## src/rtl/core/asc_pkg.sv

```systemverilog
// Shared constants, codes and handshake structs for the ADC scan sequencer.
// Depends on nothing; every module of the block imports it.
package asc_pkg;

    // Geometry of the scan and of the per-channel sample rings
    localparam int CHANNELS  = 4;
    localparam int RING_LOG2 = 4;
    localparam int RING_SIZE = 1 << RING_LOG2;

    localparam int CH_W     = (CHANNELS > 1) ? $clog2(CHANNELS) : 1;
    localparam int POS_W    = (RING_LOG2 > 0) ? RING_LOG2 : 1;
    localparam int ADDR_W   = (CHANNELS * RING_SIZE > 1) ? $clog2(CHANNELS * RING_SIZE) : 1;
    localparam int SAMPLE_W = 12;
    localparam int SUM_W    = SAMPLE_W + RING_LOG2;

    // Operation codes of an input word
    localparam logic [2:0] OP_START = 3'd0;
    localparam logic [2:0] OP_STOP  = 3'd1;
    localparam logic [2:0] OP_TICK  = 3'd2;
    localparam logic [2:0] OP_DONE  = 3'd3;
    localparam logic [2:0] OP_QUERY = 3'd4;

    // Configuration register indexes
    localparam logic [1:0] CFG_TIMEOUT = 2'd0;
    localparam logic [1:0] CFG_DELAY   = 2'd1;
    localparam logic [1:0] CFG_ROUNDS  = 2'd2;

    // Sequencer modes
    localparam logic [1:0] MODE_IDLE  = 2'd0;
    localparam logic [1:0] MODE_WAIT  = 2'd1;
    localparam logic [1:0] MODE_DELAY = 2'd2;

    // Channel status codes returned by a query
    localparam logic [1:0] CHST_BUSY  = 2'd0;
    localparam logic [1:0] CHST_READY = 2'd1;
    localparam logic [1:0] CHST_ERROR = 2'd2;

    localparam logic [15:0] MEAN_NONE = 16'hFFFF;

    // Launch of an averaging pass
    typedef struct packed {
        logic            go;
        logic [CH_W-1:0] ch;
    } avg_ctrl_t;

    // Outcome of an averaging pass
    typedef struct packed {
        logic                done;
        logic [SAMPLE_W-1:0] mean;
    } avg_stat_t;

endpackage

```

## src/rtl/core/asc_ring_mem.sv

```systemverilog
// Sample ring storage: one write port, one registered read port.
// Depends on asc_pkg for the address and sample widths.
module asc_ring_mem (
    input  logic                         clk,
    input  logic                         we,
    input  logic [asc_pkg::ADDR_W-1:0]   waddr,
    input  logic [asc_pkg::SAMPLE_W-1:0] wdata,
    input  logic                         re,
    input  logic [asc_pkg::ADDR_W-1:0]   raddr,
    output logic [asc_pkg::SAMPLE_W-1:0] rdata
);
    import asc_pkg::*;

    logic [SAMPLE_W-1:0] mem [CHANNELS * RING_SIZE];
    logic [SAMPLE_W-1:0] rdata_reg;

    // Store a sample
    always_ff @(posedge clk)
    begin
        if (we)
        begin
            mem[waddr] <= wdata;
        end
    end

    // Register the read word
    always_ff @(posedge clk)
    begin
        if (re)
        begin
            rdata_reg <= mem[raddr];
        end
    end

    assign rdata = rdata_reg;

endmodule

```

## src/rtl/core/asc_avg_unit.sv

```systemverilog
// Iterative boxcar averager: walks one channel's ring through the read port,
// one word a cycle, into a single accumulator. Depends on asc_pkg.
module asc_avg_unit (
    input  logic                         clk,
    input  logic                         rst_n,
    input  asc_pkg::avg_ctrl_t           ctrl,
    output asc_pkg::avg_stat_t           stat,
    output logic                         re,
    output logic [asc_pkg::ADDR_W-1:0]   raddr,
    input  logic [asc_pkg::SAMPLE_W-1:0] rdata
);
    import asc_pkg::*;

    logic             active_reg;
    logic [POS_W-1:0] cnt_reg;
    logic [CH_W-1:0]  ch_reg;
    logic             pend_reg;
    logic             pend_last_reg;
    logic             done_reg;
    logic [SUM_W-1:0] acc_reg;
    logic             last_issue;

    assign last_issue = (cnt_reg == POS_W'(RING_SIZE - 1));
    assign re         = active_reg;
    assign raddr      = ADDR_W'(ADDR_W'(ch_reg) * ADDR_W'(RING_SIZE)) + ADDR_W'(cnt_reg);

    // Issue one ring read a cycle until the last entry
    always_ff @(posedge clk or negedge rst_n)
    begin
        if (!rst_n)
        begin
            active_reg    <= 1'b0;
            cnt_reg       <= '0;
            pend_reg      <= 1'b0;
            pend_last_reg <= 1'b0;
            done_reg      <= 1'b0;
        end
        else
        begin
            pend_reg      <= active_reg;
            pend_last_reg <= active_reg && last_issue;
            done_reg      <= pend_last_reg;
            if (ctrl.go)
            begin
                active_reg <= 1'b1;
                cnt_reg    <= '0;
            end
            else if (active_reg)
            begin
                cnt_reg <= cnt_reg + POS_W'(1);
                if (last_issue)
                begin
                    active_reg <= 1'b0;
                end
            end
        end
    end

    // Latch the channel and accumulate each returned word
    always_ff @(posedge clk)
    begin
        if (ctrl.go)
        begin
            ch_reg  <= ctrl.ch;
            acc_reg <= '0;
        end
        else if (pend_reg)
        begin
            acc_reg <= acc_reg + SUM_W'(rdata);
        end
    end

    // Report completion and the mean of the ring
    assign stat = {done_reg, acc_reg[RING_LOG2 +: SAMPLE_W]};

endmodule

```

## src/rtl/core/adc_scan_sequencer_with_averaging_top.sv

```systemverilog
// Top level of the ADC scan sequencer with per-channel boxcar averaging.
// Depends on asc_pkg, asc_ring_mem and asc_avg_unit.
//
// Usage:
//  - An input word (op, sample, query_channel) is taken at a rising edge with
//    start high and busy low. Ops: start, stop, tick, conversion done, query.
//  - Every accepted word gives exactly one result word, shown for one cycle
//    with result_valid high; the receiver cannot hold it off.
//  - Start, stop, tick, conversion done and a query of a busy or out-of-range
//    channel need no averaging pass: the result follows the accepting edge, and
//    busy stays low, so such words may arrive every cycle.
//  - A query of a ready channel sums its ring through the single read port of
//    the ring memory, one entry a cycle, in the shared accumulator: the result
//    word is registered when the averager reports done, and busy is high until
//    the cycle of that result.
//  - Configuration (cfg_we, cfg_index, cfg_data) is taken at any edge with
//    cfg_we high; index 0 timeout, 1 channel delay, 2 scan rounds.
//  - Reset clears the sequencer to idle, all channels busy, registers to
//    1000 / 1 / 16 ticks/ticks/rounds. The ring memory needs no clearing: a
//    channel only turns ready once every entry of its ring has been rewritten.
module adc_scan_sequencer_with_averaging_top (
    input  logic                         clk,
    input  logic                         rst_n,
    input  logic                         start,
    output logic                         busy,
    input  logic [2:0]                   op,
    input  logic [asc_pkg::SAMPLE_W-1:0] sample,
    input  logic [3:0]                   query_channel,
    input  logic                         cfg_we,
    input  logic [1:0]                   cfg_index,
    input  logic [15:0]                  cfg_data,
    output logic                         result_valid,
    output logic                         convert_request,
    output logic [3:0]                   convert_channel,
    output logic                         converter_stop,
    output logic                         busy_res,
    output logic [1:0]                   channel_state,
    output logic [15:0]                  mean_value
);
    import asc_pkg::*;

    localparam logic ST_IDLE = 1'b0;
    localparam logic ST_SUM  = 1'b1;
    localparam int   POS_X_W = POS_W + 1;
    localparam int   CH_X_W  = CH_W + 1;

    // Configuration registers
    logic [15:0] timeout_reg;
    logic [15:0] delay_reg;
    logic [6:0]  rounds_cfg_reg;

    // Sequencer state
    logic             state_reg, state_next;
    logic [1:0]       mode_reg, mode_next;
    logic [CH_W-1:0]  cur_ch_reg, cur_ch_next;
    logic [6:0]       rounds_reg, rounds_next;
    logic [15:0]      countdown_reg, countdown_next;
    logic [POS_W-1:0] pos_reg [CHANNELS];
    logic [POS_W-1:0] pos_next [CHANNELS];
    logic [CHANNELS-1:0] ready_reg, ready_next;

    // Result registers
    logic        res_valid_reg, res_valid_next;
    logic        res_req_reg, res_req_next;
    logic [3:0]  res_ch_reg, res_ch_next;
    logic        res_stop_reg, res_stop_next;
    logic        res_busy_reg, res_busy_next;
    logic [1:0]  res_state_reg, res_state_next;
    logic [15:0] res_mean_reg, res_mean_next;

    // Helpers
    logic               accept;
    logic               q_in_range;
    logic [CH_W-1:0]    q_idx;
    logic [POS_W-1:0]   pos_cur;
    logic [POS_X_W-1:0] pos_inc;
    logic [CH_X_W-1:0]  ch_inc;
    logic [6:0]         rounds_inc;
    logic [6:0]         round_limit;
    logic               finish;

    // Ring memory and averager wiring
    avg_ctrl_t           ctrl;
    avg_stat_t           stat;
    logic                ram_we;
    logic [ADDR_W-1:0]   ram_waddr;
    logic                ram_re;
    logic [ADDR_W-1:0]   ram_raddr;
    logic [SAMPLE_W-1:0] ram_rdata;

    assign busy       = (state_reg == ST_SUM);
    assign accept     = start && !busy;
    assign q_in_range = ({1'b0, query_channel} < 5'(CHANNELS));
    assign q_idx      = query_channel[CH_W-1:0];
    assign pos_cur    = pos_reg[cur_ch_reg];
    assign pos_inc    = {1'b0, pos_cur} + POS_X_W'(1);
    assign ch_inc     = {1'b0, cur_ch_reg} + CH_X_W'(1);
    assign rounds_inc = (rounds_reg == 7'd127) ? rounds_reg : rounds_reg + 7'd1;
    assign round_limit = (rounds_cfg_reg == 7'd0) ? 7'd1 : rounds_cfg_reg;
    assign ram_waddr  = ADDR_W'(ADDR_W'(cur_ch_reg) * ADDR_W'(RING_SIZE)) + ADDR_W'(pos_cur);

    asc_ring_mem u_ring (
        .clk   (clk),
        .we    (ram_we),
        .waddr (ram_waddr),
        .wdata (sample),
        .re    (ram_re),
        .raddr (ram_raddr),
        .rdata (ram_rdata)
    );

    asc_avg_unit u_avg (
        .clk   (clk),
        .rst_n (rst_n),
        .ctrl  (ctrl),
        .stat  (stat),
        .re    (ram_re),
        .raddr (ram_raddr),
        .rdata (ram_rdata)
    );

    // Decode one word and work out the next sequencer state and result
    always_comb
    begin
        state_next     = state_reg;
        mode_next      = mode_reg;
        cur_ch_next    = cur_ch_reg;
        rounds_next    = rounds_reg;
        countdown_next = countdown_reg;
        pos_next       = pos_reg;
        ready_next     = ready_reg;
        finish         = 1'b0;
        ram_we         = 1'b0;
        ctrl           = '0;
        res_valid_next = 1'b0;
        res_req_next   = 1'b0;
        res_ch_next    = '0;
        res_stop_next  = 1'b0;
        res_state_next = CHST_BUSY;
        res_mean_next  = '0;

        if (state_reg == ST_SUM)
        begin
            // Deliver the mean once the pass is over
            if (stat.done)
            begin
                state_next     = ST_IDLE;
                res_valid_next = 1'b1;
                res_state_next = CHST_READY;
                res_mean_next  = 16'(stat.mean);
            end
        end
        else if (accept)
        begin
            res_valid_next = 1'b1;
            case (op)
                OP_START:
                begin
                    for (int i = 0; i < CHANNELS; i++)
                    begin
                        pos_next[i] = '0;
                    end
                    ready_next     = '0;
                    cur_ch_next    = '0;
                    rounds_next    = '0;
                    mode_next      = MODE_WAIT;
                    countdown_next = timeout_reg;
                    res_req_next   = 1'b1;
                end
                OP_STOP:
                begin
                    res_stop_next = 1'b1;
                    mode_next     = MODE_IDLE;
                end
                OP_TICK:
                begin
                    if (mode_reg == MODE_WAIT)
                    begin
                        if (countdown_reg <= 16'd1)
                        begin
                            res_stop_next = 1'b1;
                            mode_next     = MODE_IDLE;
                        end
                        else
                        begin
                            countdown_next = countdown_reg - 16'd1;
                        end
                    end
                    else if (mode_reg == MODE_DELAY)
                    begin
                        if (countdown_reg <= 16'd1)
                        begin
                            res_req_next   = 1'b1;
                            res_ch_next    = 4'(cur_ch_reg);
                            mode_next      = MODE_WAIT;
                            countdown_next = timeout_reg;
                        end
                        else
                        begin
                            countdown_next = countdown_reg - 16'd1;
                        end
                    end
                end
                OP_DONE:
                begin
                    if (mode_reg == MODE_WAIT)
                    begin
                        // Store the sample and advance the ring
                        ram_we = 1'b1;
                        if (pos_inc == POS_X_W'(RING_SIZE))
                        begin
                            pos_next[cur_ch_reg]   = '0;
                            ready_next[cur_ch_reg] = 1'b1;
                        end
                        else
                        begin
                            pos_next[cur_ch_reg] = pos_inc[POS_W-1:0];
                        end
                        // Advance the channel, count a round on wrap
                        if (ch_inc == CH_X_W'(CHANNELS))
                        begin
                            cur_ch_next = '0;
                            rounds_next = rounds_inc;
                            finish      = (rounds_inc >= round_limit);
                        end
                        else
                        begin
                            cur_ch_next = ch_inc[CH_W-1:0];
                        end
                        if (finish)
                        begin
                            mode_next = MODE_IDLE;
                        end
                        else if (delay_reg == 16'd0)
                        begin
                            res_req_next   = 1'b1;
                            res_ch_next    = 4'(cur_ch_next);
                            mode_next      = MODE_WAIT;
                            countdown_next = timeout_reg;
                        end
                        else
                        begin
                            mode_next      = MODE_DELAY;
                            countdown_next = delay_reg;
                        end
                    end
                end
                OP_QUERY:
                begin
                    if (!q_in_range)
                    begin
                        res_state_next = CHST_ERROR;
                        res_mean_next  = MEAN_NONE;
                    end
                    else if (!ready_reg[q_idx])
                    begin
                        res_state_next = CHST_BUSY;
                        res_mean_next  = MEAN_NONE;
                    end
                    else
                    begin
                        // Hand the ring to the averager and hold the result
                        res_valid_next = 1'b0;
                        ctrl.go        = 1'b1;
                        ctrl.ch        = q_idx;
                        state_next     = ST_SUM;
                    end
                end
                default:
                begin
                end
            endcase
        end

        res_busy_next = res_valid_next && (mode_next != MODE_IDLE);
    end

    // Hold the configuration registers
    always_ff @(posedge clk or negedge rst_n)
    begin
        if (!rst_n)
        begin
            timeout_reg    <= 16'd1000;
            delay_reg      <= 16'd1;
            rounds_cfg_reg <= 7'd16;
        end
        else if (cfg_we)
        begin
            case (cfg_index)
                CFG_TIMEOUT: timeout_reg    <= cfg_data;
                CFG_DELAY:   delay_reg      <= cfg_data;
                CFG_ROUNDS:  rounds_cfg_reg <= cfg_data[6:0];
                default:
                begin
                end
            endcase
        end
    end

    // Advance the sequencer state
    always_ff @(posedge clk or negedge rst_n)
    begin
        if (!rst_n)
        begin
            state_reg     <= ST_IDLE;
            mode_reg      <= MODE_IDLE;
            cur_ch_reg    <= '0;
            rounds_reg    <= '0;
            countdown_reg <= '0;
            ready_reg     <= '0;
            for (int i = 0; i < CHANNELS; i++)
            begin
                pos_reg[i] <= '0;
            end
        end
        else
        begin
            state_reg     <= state_next;
            mode_reg      <= mode_next;
            cur_ch_reg    <= cur_ch_next;
            rounds_reg    <= rounds_next;
            countdown_reg <= countdown_next;
            ready_reg     <= ready_next;
            pos_reg       <= pos_next;
        end
    end

    // Register the result word
    always_ff @(posedge clk or negedge rst_n)
    begin
        if (!rst_n)
        begin
            res_valid_reg <= 1'b0;
            res_req_reg   <= 1'b0;
            res_ch_reg    <= '0;
            res_stop_reg  <= 1'b0;
            res_busy_reg  <= 1'b0;
            res_state_reg <= CHST_BUSY;
            res_mean_reg  <= '0;
        end
        else
        begin
            res_valid_reg <= res_valid_next;
            res_req_reg   <= res_req_next;
            res_ch_reg    <= res_ch_next;
            res_stop_reg  <= res_stop_next;
            res_busy_reg  <= res_busy_next;
            res_state_reg <= res_state_next;
            res_mean_reg  <= res_mean_next;
        end
    end

    assign result_valid    = res_valid_reg;
    assign convert_request = res_req_reg;
    assign convert_channel = res_ch_reg;
    assign converter_stop  = res_stop_reg;
    assign busy_res        = res_busy_reg;
    assign channel_state   = res_state_reg;
    assign mean_value      = res_mean_reg;

    // No result word while an averaging pass is running
    a_no_result_in_sum: assert property (@(posedge clk) disable iff (!rst_n)
        busy |-> !result_valid)
        else $error("result word during averaging pass");

    // Start requests channel zero on the next cycle
    a_start_requests: assert property (@(posedge clk) disable iff (!rst_n)
        (accept && (op == OP_START)) |=>
            (result_valid && convert_request && (convert_channel == 4'd0)))
        else $error("start did not request channel zero");

    // A converter stop always leaves the sequencer idle
    a_stop_idle: assert property (@(posedge clk) disable iff (!rst_n)
        converter_stop |-> (result_valid && !busy_res))
        else $error("converter stop with sequencer still busy");

    // A conversion request always leaves the sequencer running
    a_req_busy: assert property (@(posedge clk) disable iff (!rst_n)
        convert_request |-> (result_valid && busy_res))
        else $error("conversion request with sequencer idle");

endmodule

```

## config.mk

```make
export PLATFORM = sky130hd
export DESIGN_NAME = adc_scan_sequencer_with_averaging_top
export DESIGN_NICKNAME = d
export VERILOG_FILES = /design/src/rtl/core/asc_pkg.sv /design/src/rtl/core/asc_ring_mem.sv /design/src/rtl/core/asc_avg_unit.sv /design/src/rtl/core/adc_scan_sequencer_with_averaging_top.sv
export SDC_FILE = /design/constraint.sdc
export NUM_CORES = 1
export LEC_CHECK = 0
export BUFFER_PORTS_ARGS = -buffer_cell sky130_fd_sc_hd__buf_2
export CORE_MARGIN = 2
export CORE_UTILIZATION = 56
export CTS_CLUSTER_DIAMETER = 150
export CTS_CLUSTER_SIZE = 16
export DETAILED_ROUTE_END_ITERATION = 7
export GPL_TIMING_DRIVEN = 0
export PLACE_DENSITY = 0.75
export SYNTH_ARGS = -nofsm -noshare
export SYNTH_HDL_FRONTEND = slang
export SYNTH_HIERARCHICAL = 1
export SYNTH_SLANG_ARGS = --single-unit
export TNS_END_PERCENT = 30
```

## constraint.sdc

```tcl
create_clock -name clk -period 3.7 [get_ports clk]
set_input_delay 0.555 -clock clk [delete_from_list [all_inputs] [get_ports clk]]
set_output_delay 0.555 -clock clk [all_outputs]
set_load 0.1 [all_outputs]
```

==> impl_metrics.env <==
export IMPL_status="finished, violations left"
export IMPL_violations="setup timing"
export IMPL_power_density_mw_per_mm2=540
export IMPL_period_minus_slack_ps=3810
export IMPL_cts_root_buffer_cell="clkbuf_16"
export IMPL_syn_area_mm2=0.0371
export IMPL_regMostFlops="u_ring/mem"
export IMPL_yosysSeqAreaShare_pct=72.0
export IMPL_grt_use_met2_pct=41.2
export IMPL_synthArstFlopShare_pct=12.7
export IMPL_cts_buffers=67
export IMPL_clock_path_buffers=3
export IMPL_synth_seq_cells=914
export IMPL_peakVddDrop_mv=0.343
export IMPL_ys_types=74
export IMPL_arrival_ps=4040
export IMPL_drtAntennaViolNets=0
export IMPL_die_x_um=261
export IMPL_die_y_um=261
export IMPL_initial_utilization_pct=56.5
export IMPL_post_route_period_util_pct=103
export IMPL_final_layout_size_suffix_gt1_share_pct=25.8
export IMPL_rsz0062_at_grt="yes"
export IMPL_synth_edff_count=782
export IMPL_viasPerCell=6.60
export IMPL_maxCapViolCount=0
export IMPL_start_kind="flip-flop"
export IMPL_final_nets=2229
export IMPL_largest_reg_flops=768
export IMPL_whs_ps=184
export IMPL_port_buffers=64
export IMPL_antenna_found_initial=3
export IMPL_cts_sinks=914
export IMPL_min_delay_path_class="input pin to flip-flop"
export IMPL_hold_viol_final=0
export IMPL_gr_usage_met3_pct=4.90
export IMPL_placedCellCount=2933
export IMPL_post_place_ws_ps=-812
export IMPL_grt_usage_pct=25.6
export IMPL_post_dp_hpwl_mm=54.6
export IMPL_p_leak_uw=0.0137
export IMPL_num_rows=94
export IMPL_grt_start_max_net_pins=65
export IMPL_place_area_mm2=0.0385
export IMPL_dr_pass1_iters=7
export IMPL_overflow=0
export IMPL_path_class="flip-flop to flip-flop"
export IMPL_grt_pass1_vias=20011
export IMPL_max_slew_worst_pin_slew_ps=1360
export IMPL_die_area_mm2=0.0683
export IMPL_fin_ws_ps=-106
export IMPL_design_area_mm2=0.0411
export IMPL_maxSlewViolCount=0
export IMPL_routabilityCongestion=0.922
export IMPL_drt_iter0_drc=2507
export IMPL_clk_latency_ps=630
export IMPL_core_mm2=0.0656
export IMPL_syn_avg_cell_area_um2=18.5
export IMPL_setup_violations=127
export IMPL_ctsHtreeMaxLevel=3
export IMPL_yosys_warnings=6
export IMPL_finalClockSkew_ps=28.2
export IMPL_use_met1_pct=35.8
export IMPL_worstPathMaxFanout=12
export IMPL_antenna_cells=0
export IMPL_max_freq_mhz=263
export IMPL_syn2layout_area_growth_pct=10.9
export IMPL_grt_first_pass_wirelength_mm=128
export IMPL_end_kind="flip-flop"
export IMPL_post_drt_wl_per_cell_um=28.3
export IMPL_cts_tree="yes"
export IMPL_synthFlopType="edfxtp_1"
export IMPL_synthCells=2003
export IMPL_finalWirelength_mm=86.4
export IMPL_fin_cells=3050
export IMPL_path_clk_slew_ps=70
export IMPL_vias=20143
export IMPL_required_ps=3930
export IMPL_slew_headroom_pct=9.25
export IMPL_route_detailed_drc=0
export IMPL_io_pins=68
export IMPL_top_usage_layer="met2"
## power by group
part	internal, µW	switching [µW]	leakage, µW
clock	3400	3390	0.000903
combinational	1550	2200	0.00423
sequential	11400	249	0.00861
## worst max-delay path, cell delays in order (launching register included)
cell and delay, ps:
dfrtp_1 430, inv_1 70, ha_1 130, clkbuf_2 210
nand2_1 100, or3_1 310, clkbuf_1 190, inv_1 210
clkbuf_1 360, nand3_1 550, nor2_2 850
## per-stage QoR
step / power (µW) / TNS [ps] / utilization [%]
finish: 22200 / -5330 / 62.7
global route: 22900 / -32290 / 62.7
CTS: 22300 / -48680 / 62.1
detailed placement: 15500 / -306880 / 58.7
global placement: 15400 / -282920 / 58.7
floorplan: 14300 / 0 / -
## synth_stat cells, types with 10 or more instances
master | number | area, µm²
a211oi_1 | 14 | 105
a21o_1 | 21 | 158
a21oi_1 | 51 | 255
a22o_1 | 28 | 245
a22oi_1 | 15 | 113
buf_1 | 14 | 52.6
buf_2 | 21 | 105
buf_4 | 30 | 225
clkbuf_1 | 54 | 203
dfrtp_1 | 108 | 2700
dfxtp_1 | 16 | 320
edfxtp_1 | 782 | 23500
ha_1 | 30 | 375
inv_1 | 22 | 82.6
mux2_2 | 41 | 462
mux2i_1 | 48 | 480
mux4_2 | 205 | 4620
nand2_1 | 39 | 146
nand2b_1 | 12 | 75.1
nand3_1 | 27 | 135
nand3b_1 | 11 | 82.6
nor2_1 | 141 | 529
nor2b_1 | 22 | 138
nor3_1 | 15 | 75.1
o21ai_0 | 36 | 180
o221ai_1 | 19 | 166
o22ai_1 | 10 | 62.6
o31ai_1 | 16 | 120
xnor2_1 | 18 | 158
## cells by family after synthesis
logic type	Yosys count	synth area share, %
flops	914	72.0
xor+xnor	25	0.590
buf+inv	148	2.01
other cells	1	0.0101
mux	296	15.0
compound gates	259	4.89
simple gates	329	4.39
fa+ha+maj	31	1.07
## final cells by class
| cell class | count | area (µm²) |
|---|---|---|
| plain buffers | 125 | 673 |
| clock inverters | 6 | 82.6 |
| flip-flops and latches | 914 | 26700 |
| inverters | 22 | 82.6 |
| repair buffers | 85 | 691 |
| fillers | 4472 | 24500 |
| multi-input cells | 942 | 10000 |
| clock buffers | 92 | 1790 |
| well taps | 864 | 1080 |
## layout by cell type (no fill, tap or decap), types with 9 or more instances in the layout
cell,netlist,routed
edfxtp_1,782,782
mux4_2,205,205
dfrtp_1,108,108
buf_2,21,83
nor2_1,141,77
clkbuf_1,54,73
clkbuf_16,0,68
a21oi_1,51,49
mux2i_1,48,48
nor2_4,0,42
mux2_2,41,41
nand2_1,39,39
o21ai_0,36,36
buf_4,30,35
ha_1,30,30
a22o_1,28,28
nand3_1,27,26
inv_1,22,22
nor2b_1,22,22
nor2_2,0,22
a21o_1,21,21
o221ai_1,19,19
xnor2_1,18,18
o31ai_1,16,16
dfxtp_1,16,16
nor3_1,15,15
a22oi_1,15,15
buf_12,0,15
a211oi_1,14,14
buf_1,14,13
nand2b_1,12,12
nand3b_1,11,11
o22ai_1,10,10
nor4_1,9,9
## path summary, 6_finish.rpt
path | slack [ps] | from | end | depth (start not counted)
hold / removal | 180 | cfg_data[9] | timeout_reg[9] | 2
setup / recovery | -110 | mode_reg[1] | u_ring/mem[20][8] | 10
hold reg to reg | 410 | u_avg/pend_last_reg | u_avg/done_reg | 0
setup reg to reg | -110 | mode_reg[1] | u_ring/mem[20][8] | 10
max in group asynchronous | 2410 | rst_n | ready_reg[2] | 3
min in group asynchronous | 530 | rst_n | delay_reg[5] | 2
## layer usage
metal	wire length, µm	part of all wire (%)
met3	8120	9.4
met5	25	0.029
met2	42300	49
met1	33500	39
met4	2440	2.8
## timing repair
action,in CTS,in global routing
hold buffers,1,0
endpoints found under the setup margin,736,786
hold endpoints to repair,48,0
pin swaps,6,14
gates resized for setup,74,49
buffers inserted,8,11
No activity file was read; power rests on OpenSTA's default activity.
